<file path="src/sv/skt_pkg.sv">
`timescale 1ns / 1ps
// Shared constants, types and codes of the sorted key table.
package skt_pkg;

  localparam int CAPACITY    = 32;
  localparam int ADDR_W      = (CAPACITY > 1) ? $clog2(CAPACITY) : 1;
  localparam int CNT_W       = $clog2(CAPACITY + 1);
  localparam int KEY_W       = 32;
  localparam int PAYLOAD_W   = 16;
  localparam int RANK_W      = 5;
  localparam int ENT_CNT_W   = 6;
  localparam int ENTRY_W     = KEY_W + PAYLOAD_W;

  typedef enum logic [1:0] {
    OP_INSERT = 2'd0,
    OP_FIND   = 2'd1,
    OP_REMOVE = 2'd2
  } op_t;

  typedef enum logic [1:0] {
    ST_DONE    = 2'd0,
    ST_DUP     = 2'd1,
    ST_MISSING = 2'd2,
    ST_FULL    = 2'd3
  } status_t;

  typedef struct packed {
    logic signed [KEY_W-1:0] key;
    logic [PAYLOAD_W-1:0]    pl;
  } entry_t;

  typedef enum logic [3:0] {
    S_IDLE  = 4'b0001,
    S_SCAN  = 4'b0010,
    S_SHIFT = 4'b0100,
    S_WRNEW = 4'b1000
  } state_t;

endpackage

</file>
<file path="src/sv/sorted_key_table_core.sv">
`timescale 1ns / 1ps
// Top level of the sorted key table: request sequencer around one entry RAM.
//
//  channel   ports                                   handshake
//  --------  --------------------------------------  -------------------------------
//  request   in_operation, in_key, in_payload        taken when start && !busy
//  result    out_status, out_rank,                    out_valid, one cycle, no stall
//            out_found_payload, out_entry_count
//
// Sequence: a find, a miss, a duplicate, a full table or the unused code ends
// with the scan; a remove adds the shift, an insert the shift and the write of
// the new entry. With n the entry count, the scan stops at the rank and the
// shift moves the entries above it (n - rank on an insert, n - rank - 1 on a
// remove). The result shows in the same cycle as busy falls. The single RAM
// read/write port pair sets the pace: the scan reads
// one entry a cycle, the shift moves one entry a cycle. Reset (rst_n low at a
// clock edge) clears the control state and the entry count; the RAM holds no
// reset value and needs no clearing pass, since only entries below the count
// are read. The result register parts the two sides, so a new request is
// taken while a result is shown.
module sorted_key_table_core (
  input  logic                                  clk,
  input  logic                                  rst_n,
  input  logic                                  start,
  output logic                                  busy,
  input  logic [1:0]                            in_operation,
  input  logic signed [skt_pkg::KEY_W-1:0]      in_key,
  input  logic [skt_pkg::PAYLOAD_W-1:0]         in_payload,
  output logic                                  out_valid,
  output logic [1:0]                            out_status,
  output logic [skt_pkg::RANK_W-1:0]            out_rank,
  output logic [skt_pkg::PAYLOAD_W-1:0]         out_found_payload,
  output logic [skt_pkg::ENT_CNT_W-1:0]         out_entry_count
);

  import skt_pkg::*;

  // Sequencer state
  state_t                  state_r, state_nxt;
  op_t                     op_r, op_nxt;
  logic signed [KEY_W-1:0] key_r, key_nxt;
  logic [PAYLOAD_W-1:0]    pl_r, pl_nxt;
  logic [CNT_W-1:0]        idx_r, idx_nxt;      // next RAM read index
  logic                    cmp_valid_r, cmp_valid_nxt; // read data in flight
  logic [CNT_W-1:0]        pos_r, pos_nxt;      // sorted position of the key
  logic [PAYLOAD_W-1:0]    hpl_r, hpl_nxt;      // payload of the removed entry
  logic [CNT_W-1:0]        rem_r, rem_nxt;      // reads left in the shift
  logic                    wb_valid_r, wb_valid_nxt;
  logic [ADDR_W-1:0]       wb_addr_r, wb_addr_nxt;
  logic [CNT_W-1:0]        count_r, count_nxt;

  // Result register
  logic                    out_valid_r;
  status_t                 out_status_r, out_status_nxt;
  logic [RANK_W-1:0]       out_rank_r, out_rank_nxt;
  logic [PAYLOAD_W-1:0]    out_pl_r, out_pl_nxt;
  logic [ENT_CNT_W-1:0]    out_cnt_r, out_cnt_nxt;

  // Result of this cycle
  logic                    res_fire;
  status_t                 res_status;
  logic [CNT_W-1:0]        res_rank;
  logic [PAYLOAD_W-1:0]    res_pl;

  // Scan decode
  logic                    scan_done;
  logic                    scan_hit;
  logic [CNT_W-1:0]        scan_pos;
  logic                    key_less;
  logic                    shift_up;

  // RAM port
  logic                    ram_we;
  logic [ADDR_W-1:0]       ram_waddr;
  entry_t                  ram_wdata;
  logic [ADDR_W-1:0]       ram_raddr;
  logic [ENTRY_W-1:0]      ram_rdata;
  entry_t                  rd_entry;

  skt_ram #(
    .WIDTH (ENTRY_W),
    .DEPTH (CAPACITY)
  ) u_entry_ram (
    .clk   (clk),
    .we    (ram_we),
    .waddr (ram_waddr),
    .wdata (ram_wdata),
    .raddr (ram_raddr),
    .rdata (ram_rdata)
  );

  assign rd_entry = entry_t'(ram_rdata);
  assign key_less = rd_entry.key < key_r;
  assign shift_up = (op_r == OP_INSERT);
  assign busy     = !state_r[0];

  always_comb begin
    state_nxt     = state_r;
    op_nxt        = op_r;
    key_nxt       = key_r;
    pl_nxt        = pl_r;
    idx_nxt       = idx_r;
    cmp_valid_nxt = cmp_valid_r;
    pos_nxt       = pos_r;
    hpl_nxt       = hpl_r;
    rem_nxt       = rem_r;
    wb_valid_nxt  = wb_valid_r;
    wb_addr_nxt   = wb_addr_r;
    count_nxt     = count_r;

    res_fire   = 1'b0;
    res_status = ST_MISSING;
    res_rank   = '0;
    res_pl     = '0;

    scan_done = 1'b0;
    scan_hit  = 1'b0;
    scan_pos  = idx_r;

    ram_we    = 1'b0;
    ram_waddr = wb_addr_r;
    ram_wdata = rd_entry;
    ram_raddr = idx_r[ADDR_W-1:0];

    case (state_r)
      S_IDLE: begin
        if (start) begin
          op_nxt        = op_t'(in_operation);
          key_nxt       = in_key;
          pl_nxt        = in_payload;
          idx_nxt       = '0;
          cmp_valid_nxt = 1'b0;
          state_nxt     = S_SCAN;
        end
      end

      S_SCAN: begin
        // First entry not below the key ends the scan; so does the end of the table.
        if (cmp_valid_r && !key_less) begin
          scan_done = 1'b1;
          scan_pos  = idx_r - CNT_W'(1);
          scan_hit  = (rd_entry.key == key_r);
        end else if (idx_r == count_r) begin
          scan_done = 1'b1;
          scan_pos  = idx_r;
        end else begin
          idx_nxt       = idx_r + CNT_W'(1);
          cmp_valid_nxt = 1'b1;
        end

        if (scan_done) begin
          cmp_valid_nxt = 1'b0;
          pos_nxt       = scan_pos;
          wb_valid_nxt  = 1'b0;
          case (op_r)
            OP_INSERT: begin
              if (scan_hit) begin
                res_fire   = 1'b1;
                res_status = ST_DUP;
                res_rank   = scan_pos;
                state_nxt  = S_IDLE;
              end else if (count_r == CNT_W'(CAPACITY)) begin
                res_fire   = 1'b1;
                res_status = ST_FULL;
                state_nxt  = S_IDLE;
              end else begin
                // open a gap: move entries pos..count-1 up by one, top first
                rem_nxt   = count_r - scan_pos;
                idx_nxt   = count_r - CNT_W'(1);
                state_nxt = S_SHIFT;
              end
            end
            OP_FIND: begin
              res_fire = 1'b1;
              if (scan_hit) begin
                res_status = ST_DONE;
                res_rank   = scan_pos;
                res_pl     = rd_entry.pl;
              end
              state_nxt = S_IDLE;
            end
            OP_REMOVE: begin
              if (scan_hit) begin
                // close the gap: move entries pos+1..count-1 down by one
                hpl_nxt   = rd_entry.pl;
                rem_nxt   = count_r - CNT_W'(1) - scan_pos;
                idx_nxt   = scan_pos + CNT_W'(1);
                state_nxt = S_SHIFT;
              end else begin
                res_fire  = 1'b1;
                state_nxt = S_IDLE;
              end
            end
            default: begin
              res_fire  = 1'b1;
              state_nxt = S_IDLE;
            end
          endcase
        end
      end

      S_SHIFT: begin
        // read one entry a cycle, write it back one place over the next cycle
        if (wb_valid_r) begin
          ram_we = 1'b1;
        end
        if (rem_r != '0) begin
          rem_nxt      = rem_r - CNT_W'(1);
          wb_valid_nxt = 1'b1;
          if (shift_up) begin
            idx_nxt     = idx_r - CNT_W'(1);
            wb_addr_nxt = ADDR_W'(idx_r + CNT_W'(1));
          end else begin
            idx_nxt     = idx_r + CNT_W'(1);
            wb_addr_nxt = ADDR_W'(idx_r - CNT_W'(1));
          end
        end else begin
          wb_valid_nxt = 1'b0;
          if (shift_up) begin
            state_nxt = S_WRNEW;
          end else begin
            count_nxt  = count_r - CNT_W'(1);
            res_fire   = 1'b1;
            res_status = ST_DONE;
            res_rank   = pos_r;
            res_pl     = hpl_r;
            state_nxt  = S_IDLE;
          end
        end
      end

      S_WRNEW: begin
        ram_we        = 1'b1;
        ram_waddr     = pos_r[ADDR_W-1:0];
        ram_wdata.key = key_r;
        ram_wdata.pl  = pl_r;
        count_nxt     = count_r + CNT_W'(1);
        res_fire      = 1'b1;
        res_status    = ST_DONE;
        res_rank      = pos_r;
        state_nxt     = S_IDLE;
      end

      default: begin
        state_nxt = S_IDLE;
      end
    endcase

    out_status_nxt = out_status_r;
    out_rank_nxt   = out_rank_r;
    out_pl_nxt     = out_pl_r;
    out_cnt_nxt    = out_cnt_r;
    if (res_fire) begin
      out_status_nxt = res_status;
      out_rank_nxt   = RANK_W'(res_rank);
      out_pl_nxt     = res_pl;
      out_cnt_nxt    = ENT_CNT_W'(count_nxt);
    end
  end

  always_ff @(posedge clk) begin
    if (!rst_n) begin
      state_r     <= S_IDLE;
      cmp_valid_r <= 1'b0;
      wb_valid_r  <= 1'b0;
      count_r     <= '0;
      out_valid_r <= 1'b0;
    end else begin
      state_r     <= state_nxt;
      cmp_valid_r <= cmp_valid_nxt;
      wb_valid_r  <= wb_valid_nxt;
      count_r     <= count_nxt;
      out_valid_r <= res_fire;
    end
  end

  always_ff @(posedge clk) begin
    op_r         <= op_nxt;
    key_r        <= key_nxt;
    pl_r         <= pl_nxt;
    idx_r        <= idx_nxt;
    pos_r        <= pos_nxt;
    hpl_r        <= hpl_nxt;
    rem_r        <= rem_nxt;
    wb_addr_r    <= wb_addr_nxt;
    out_status_r <= out_status_nxt;
    out_rank_r   <= out_rank_nxt;
    out_pl_r     <= out_pl_nxt;
    out_cnt_r    <= out_cnt_nxt;
  end

  assign out_valid         = out_valid_r;
  assign out_status        = out_status_r;
  assign out_rank          = out_rank_r;
  assign out_found_payload = out_pl_r;
  assign out_entry_count   = out_cnt_r;

endmodule

</file>
<file path="src/sv/skt_ram.sv">
`timescale 1ns / 1ps
// Generic simple dual-port RAM, one write port, one registered read port.
module skt_ram #(
  parameter int WIDTH = 8,
  parameter int DEPTH = 32
) (
  input  logic                                   clk,
  input  logic                                   we,
  input  logic [((DEPTH > 1) ? $clog2(DEPTH) : 1)-1:0] waddr,
  input  logic [WIDTH-1:0]                       wdata,
  input  logic [((DEPTH > 1) ? $clog2(DEPTH) : 1)-1:0] raddr,
  output logic [WIDTH-1:0]                       rdata
);

  logic [WIDTH-1:0] mem [DEPTH];

  always_ff @(posedge clk) begin
    if (we) begin
      mem[waddr] <= wdata;
    end
    rdata <= mem[raddr];
  end

endmodule
</file>
<file path="config.mk">
export PLATFORM = sky130hd
export DESIGN_NAME = sorted_key_table_core
export DESIGN_NICKNAME = d
export VERILOG_FILES = /design/src/sv/skt_pkg.sv /design/src/sv/sorted_key_table_core.sv /design/src/sv/skt_ram.sv
export SDC_FILE = /design/constraint.sdc
export NUM_CORES = 2
export LEC_CHECK = 0
export CAP_MARGIN = 20
export CORE_AREA = 2 2 370 372
export CTS_CLUSTER_DIAMETER = 40
export DETAILED_ROUTE_END_ITERATION = 16
export DIE_AREA = 0 0 372 374
export DONT_BUFFER_PORTS = 1
export SYNTH_ARGS = -nofsm -noshare
export SYNTH_HDL_FRONTEND = slang
export SYNTH_SLANG_ARGS = --single-unit
</file>
<file path="constraint.sdc">
create_clock -name clk -period 5.8 [get_ports clk]
set_clock_uncertainty 0.1 [all_clocks]
set_input_delay 0.29 -clock clk [delete_from_list [all_inputs] [get_ports clk]]
set_output_delay 0.29 -clock clk [all_outputs]
set_load 0.02 [all_outputs]
</file>
==> results list <==
- The run finished with clean final reports.
- After layout, the worst path uses 81.57% of the clock period.
* Count of buffering cells on the critical path with inverters included: 1
- In this run the post-CTS setup repair buffer count came out at 0.
- The congestion estimate from routability-driven global placement came to about 0.85.
- Full die area: 139100 µm²
- Top delay family on crit path: compound AO/OA/AOI/OAI gates
- Cell types with the largest area share after synthesis: edfxtp_1 74%, mux4_2 8.1%, mux2i_1 4.4%
- In the routed design, unresolved DRC markers number 0.
* Global route total overflow: 0
* Maximum resistive drop on vdd: ~0.00028 V
* Fillers: just under 10000
* Cell leakage power: 25.28 nW
- Capturing element type of the critical path: register
- Count of endpoints failing hold in the final timing report: 0
* I/O pins: 84
* Clock latency on the worst-skew pair: 0.81 ns
- Synthesis produced 3579 cells.
* DR iter-0 viols: 3857
- Total CTS buffers: between 150 and 200
- In the post-synthesis netlist, the cell with the most instances is edfxtp_1.
- Register-to-register setup slack: 1.07 ns
* Data required time of the worst path: 6.13 ns
* Hold-fix buffers at CTS: 64
- Of the total power, registers draw 49.4%.
- For this run, the top clock speed supported by timing is 211.4 MHz.
- The mapped netlist covers 67070 µm².
* Endpoint of the worst hold-timing path: key_r[22]$_DFFE_PP_
- Headroom to the max-slew limit came out at 26.45%.
- Fraction of post-synthesis cell area in the top cell type by area: roughly three quarters
- Core footprint: about 130000 µm²
- Internal cell power: 0.02222 W
- CTS placed an instance of clkbuf_16 at the clock tree root.
* Estimated wirelength of the detail-placed design: between 90 and 100 mm
* Register-to-Register Path Depth: 11
- Proportion of power drawn by combinational gates: around 7.5%
* Clock Pin Slew Worst Setup and Hold Paths: 0.06 ns
* Clk network pwr share: 43.1%
* Wire length of the first global-routing pass: 255.8 mm
- Worst setup path class: register to register
* Hold Crit Class: primary input to register
* Most common library cells after synthesis: 1653 x edfxtp_1, 297 x mux2i_1, 240 x mux4_2
- Sequence of cells on the critical path: inv_1, ha_1, a21o_1, a21o_1, a211oi_1, nand3_1, o21ai_0, a21oi_1, o31ai_1, nand2_1, o21ai_1
- Most instantiated flip-flop cell in the synthesis netlist: edfxtp_1
* Most Frequent Cell on Critical Path: a21o_1
* Longest Clk Path Bufs: 3
- Initial antenna violation count: 17
- Via count of the first global-routing pass: 36000
* Total number of H-tree levels: 4
- Post-synth top area cell: edfxtp_1
* Final period demand of the worst path: 4.731 ns
- The worst register-to-register path ends at rem_r[2]$_DFFE_PP_.
- Entering global routing, the biggest net connects 103 pins.
- Via/cell ratio: 6.268
* Mean cell area of the mapped netlist: 18.74 µm²
* Layout Area Growth over Synthesis: 15.42%
* Worst slack after detailed placement: 1.138 ns
* Die Wd: 372 µm
* Final setup violating endpoints: 0
- WL/cell: 31.62 µm
- For this run, the number of Yosys warnings is 0.
- Crit Path Max Fanout: 7
- Total number of vias: about 36000
- Post-synthesis net count: 3676
* Hold_sp: in_key[22]
- TritonCTS clock tree: done
- Post-synth ARST share: 0%
* Setup repair after global routing missed its margin: false
- Yosys mapped a number of flops with a built-in enable equal to 1653.
- Number of search-and-repair iterations in the first detailed-routing pass: 5
- Counting flops and latches in the post-synthesis netlist gives between 1500 and 2000.
- The detail route stage leaves a number of antenna-violating nets equal to 0.
* Count of cells along the worst hold path: 1
- For the worst setup path, the data arrival time is 5.06 ns.
- Power density of the placed cells: around 370 nW/µm²
- Setup slack on the critical path of the routed design comes to 1.069 ns.
- Final layout net count: 3865
- For the final routed database, the setup TNS stands at 0 ns.
- Among all stages on the critical path, the largest delay is contributed by o31ai_1.
- Floorplan die height: roughly 370 µm
* Worst Setup Start Kind: register
- Max-cap violations in this run came to 0.
- Fraction of layout instances using a drive strength above 1: between 20% and 30%
- Seq/Total Area, Yosys: 75.83%
- The initial utilization of the core area, before any placement, comes to 49.70%.
- Worst stage delay on the critical path: 0.73 ns
- Number of instances resized during post-cts repair: 0
- Final Slew Violations: 0
- Startpoint of the lowest-slack register-to-register path: key_r[13]$_DFFE_PP_
* Total global routing track utilization: 26.01%
- Final Routed Wirelength: 180.9 mm
- Number of different library cells in the post-synthesis netlist: 70
* Transition at the pin with the smallest max-transition slack: 1.103 ns
* Switching share of total power: around 23%
- In this run the tool buffered the top-level ports with 0 buffer cells.
- Net switching power of the design: 0.006564 W
- The initialized floorplan defines 135 standard-cell rows.
- The clock drives 1714 sinks.
## registers in the layout (all words and copies together), names as in the netlist, 4 cells and up
register	cells
u_entry_ram.mem	1536
count_r	6
wb_addr_r	5
hpl_r	16
key_r	32
u_entry_ram.rdata	48
out_entry_count	6
state_r	4
pos_r	5
out_found_payload	16
rem_r	6
idx_r	6
out_rank	5
pl_r	16
## final cells by class
cell class	instances	area [µm²]	share of cell area, %
Sequential cell	1714	50860	65.70
Multi-Input combinational cell	1605	15540	20.08
Clock buffer	234	5204	6.722
Tap cell	1781	2228	2.879
Timing Repair Buffer	193	1967	2.541
Clock inverter	132	1386	1.791
Inverter	57	219.0	0.2828
Antenna cell	4	10.01	0.01293
## power by group through the flow
stage | Sequential [W] | Combinational [W] | Clock [W]
after floorplan | 0.0144 | 0.00136 | 0
after global placement | 0.0145 | 0.00203 | 0
after detailed placement | 0.0145 | 0.00210 | 0
after CTS | 0.0142 | 0.00215 | 0.0126
after global routing | 0.0142 | 0.00234 | 0.0130
final | 0.0142 | 0.00217 | 0.0124
## cells by family (layout without fill, tap and decap cells)
| logic type | after synthesis | count (layout) | synth area share (%) |
|---|---|---|---|
| other cells | 0 | 4 | 0 |
| xor+xnor | 42 | 42 | 0.5802 |
| buf+inv | 260 | 616 | 1.487 |
| mux | 580 | 580 | 13.22 |
| simple gates | 434 | 434 | 2.890 |
| compound gates | 505 | 505 | 5.177 |
| fa+ha+maj | 44 | 44 | 0.8208 |
| flops | 1714 | 1714 | 75.83 |
## routing by layer
layer  routed length, µm  up-vias  track usage, %
li1                    -    15010               -
met1               73240    18770           35.96
met2               85690     1715           40.68
met3               15750      335           6.046
met4                6035       22           9.152
met5                 153        -               0
## through the flow
step | cell area [µm²] | hold WS, ns | utilization (%) | power, W | cells
after detailed placement | 70100 | 0.2792 | 51.94 | 0.01657 | 5281
final | 77410 | 0.04806 | 57.36 | 0.02878 | 5720
after global placement | 70080 | 0.2727 | 51.93 | 0.01649 | 5280
after CTS | 77330 | 0.002564 | 57.30 | 0.02892 | 5711
after global routing | 77410 | 0.01142 | 57.36 | 0.02960 | 5719
after floorplan | 67070 | 0.2889 | - | 0.01579 | 3579
## worst max path at each step
stage / from / endpoint / cells past startpoint
finish: key_r[13]$_DFFE_PP_ / rem_r[2]$_DFFE_PP_ / 11
global route: key_r[13]$_DFFE_PP_ / rem_r[3]$_DFFE_PP_ / 16
CTS: key_r[13]$_DFFE_PP_ / rem_r[3]$_DFFE_PP_ / 11
detailed placement: key_r[13]$_DFFE_PP_ / rem_r[3]$_DFFE_PP_ / 11
global placement: key_r[13]$_DFFE_PP_ / rem_r[1]$_DFFE_PP_ / 11
floorplan: key_r[13]$_DFFE_PP_ / out_entry_count[0]$_DFFE_PP_ / 10
## cells in the final DEF, fill, tap and decap left out, types with 22 or more instances in the layout
master         instances
nor2_1                36
dfxtp_1               61
mux4_2               240
a21oi_1               88
dlygate4sd3_1         64
nor2_4                32
clkbuf_1              28
mux2i_1              297
clkinv_2              32
inv_1                 53
o21ai_0               62
nand2_1              234
mux2_2                42
xnor2_1               29
o21ai_1               22
buf_4                 98
ha_1                  44
o22ai_1              100
o221ai_1             145
clkbuf_16            201
edfxtp_1            1653
buf_12                25
nor2b_1               43
clkinv_1              24
No activity file was read; power rests on OpenSTA's default activity.
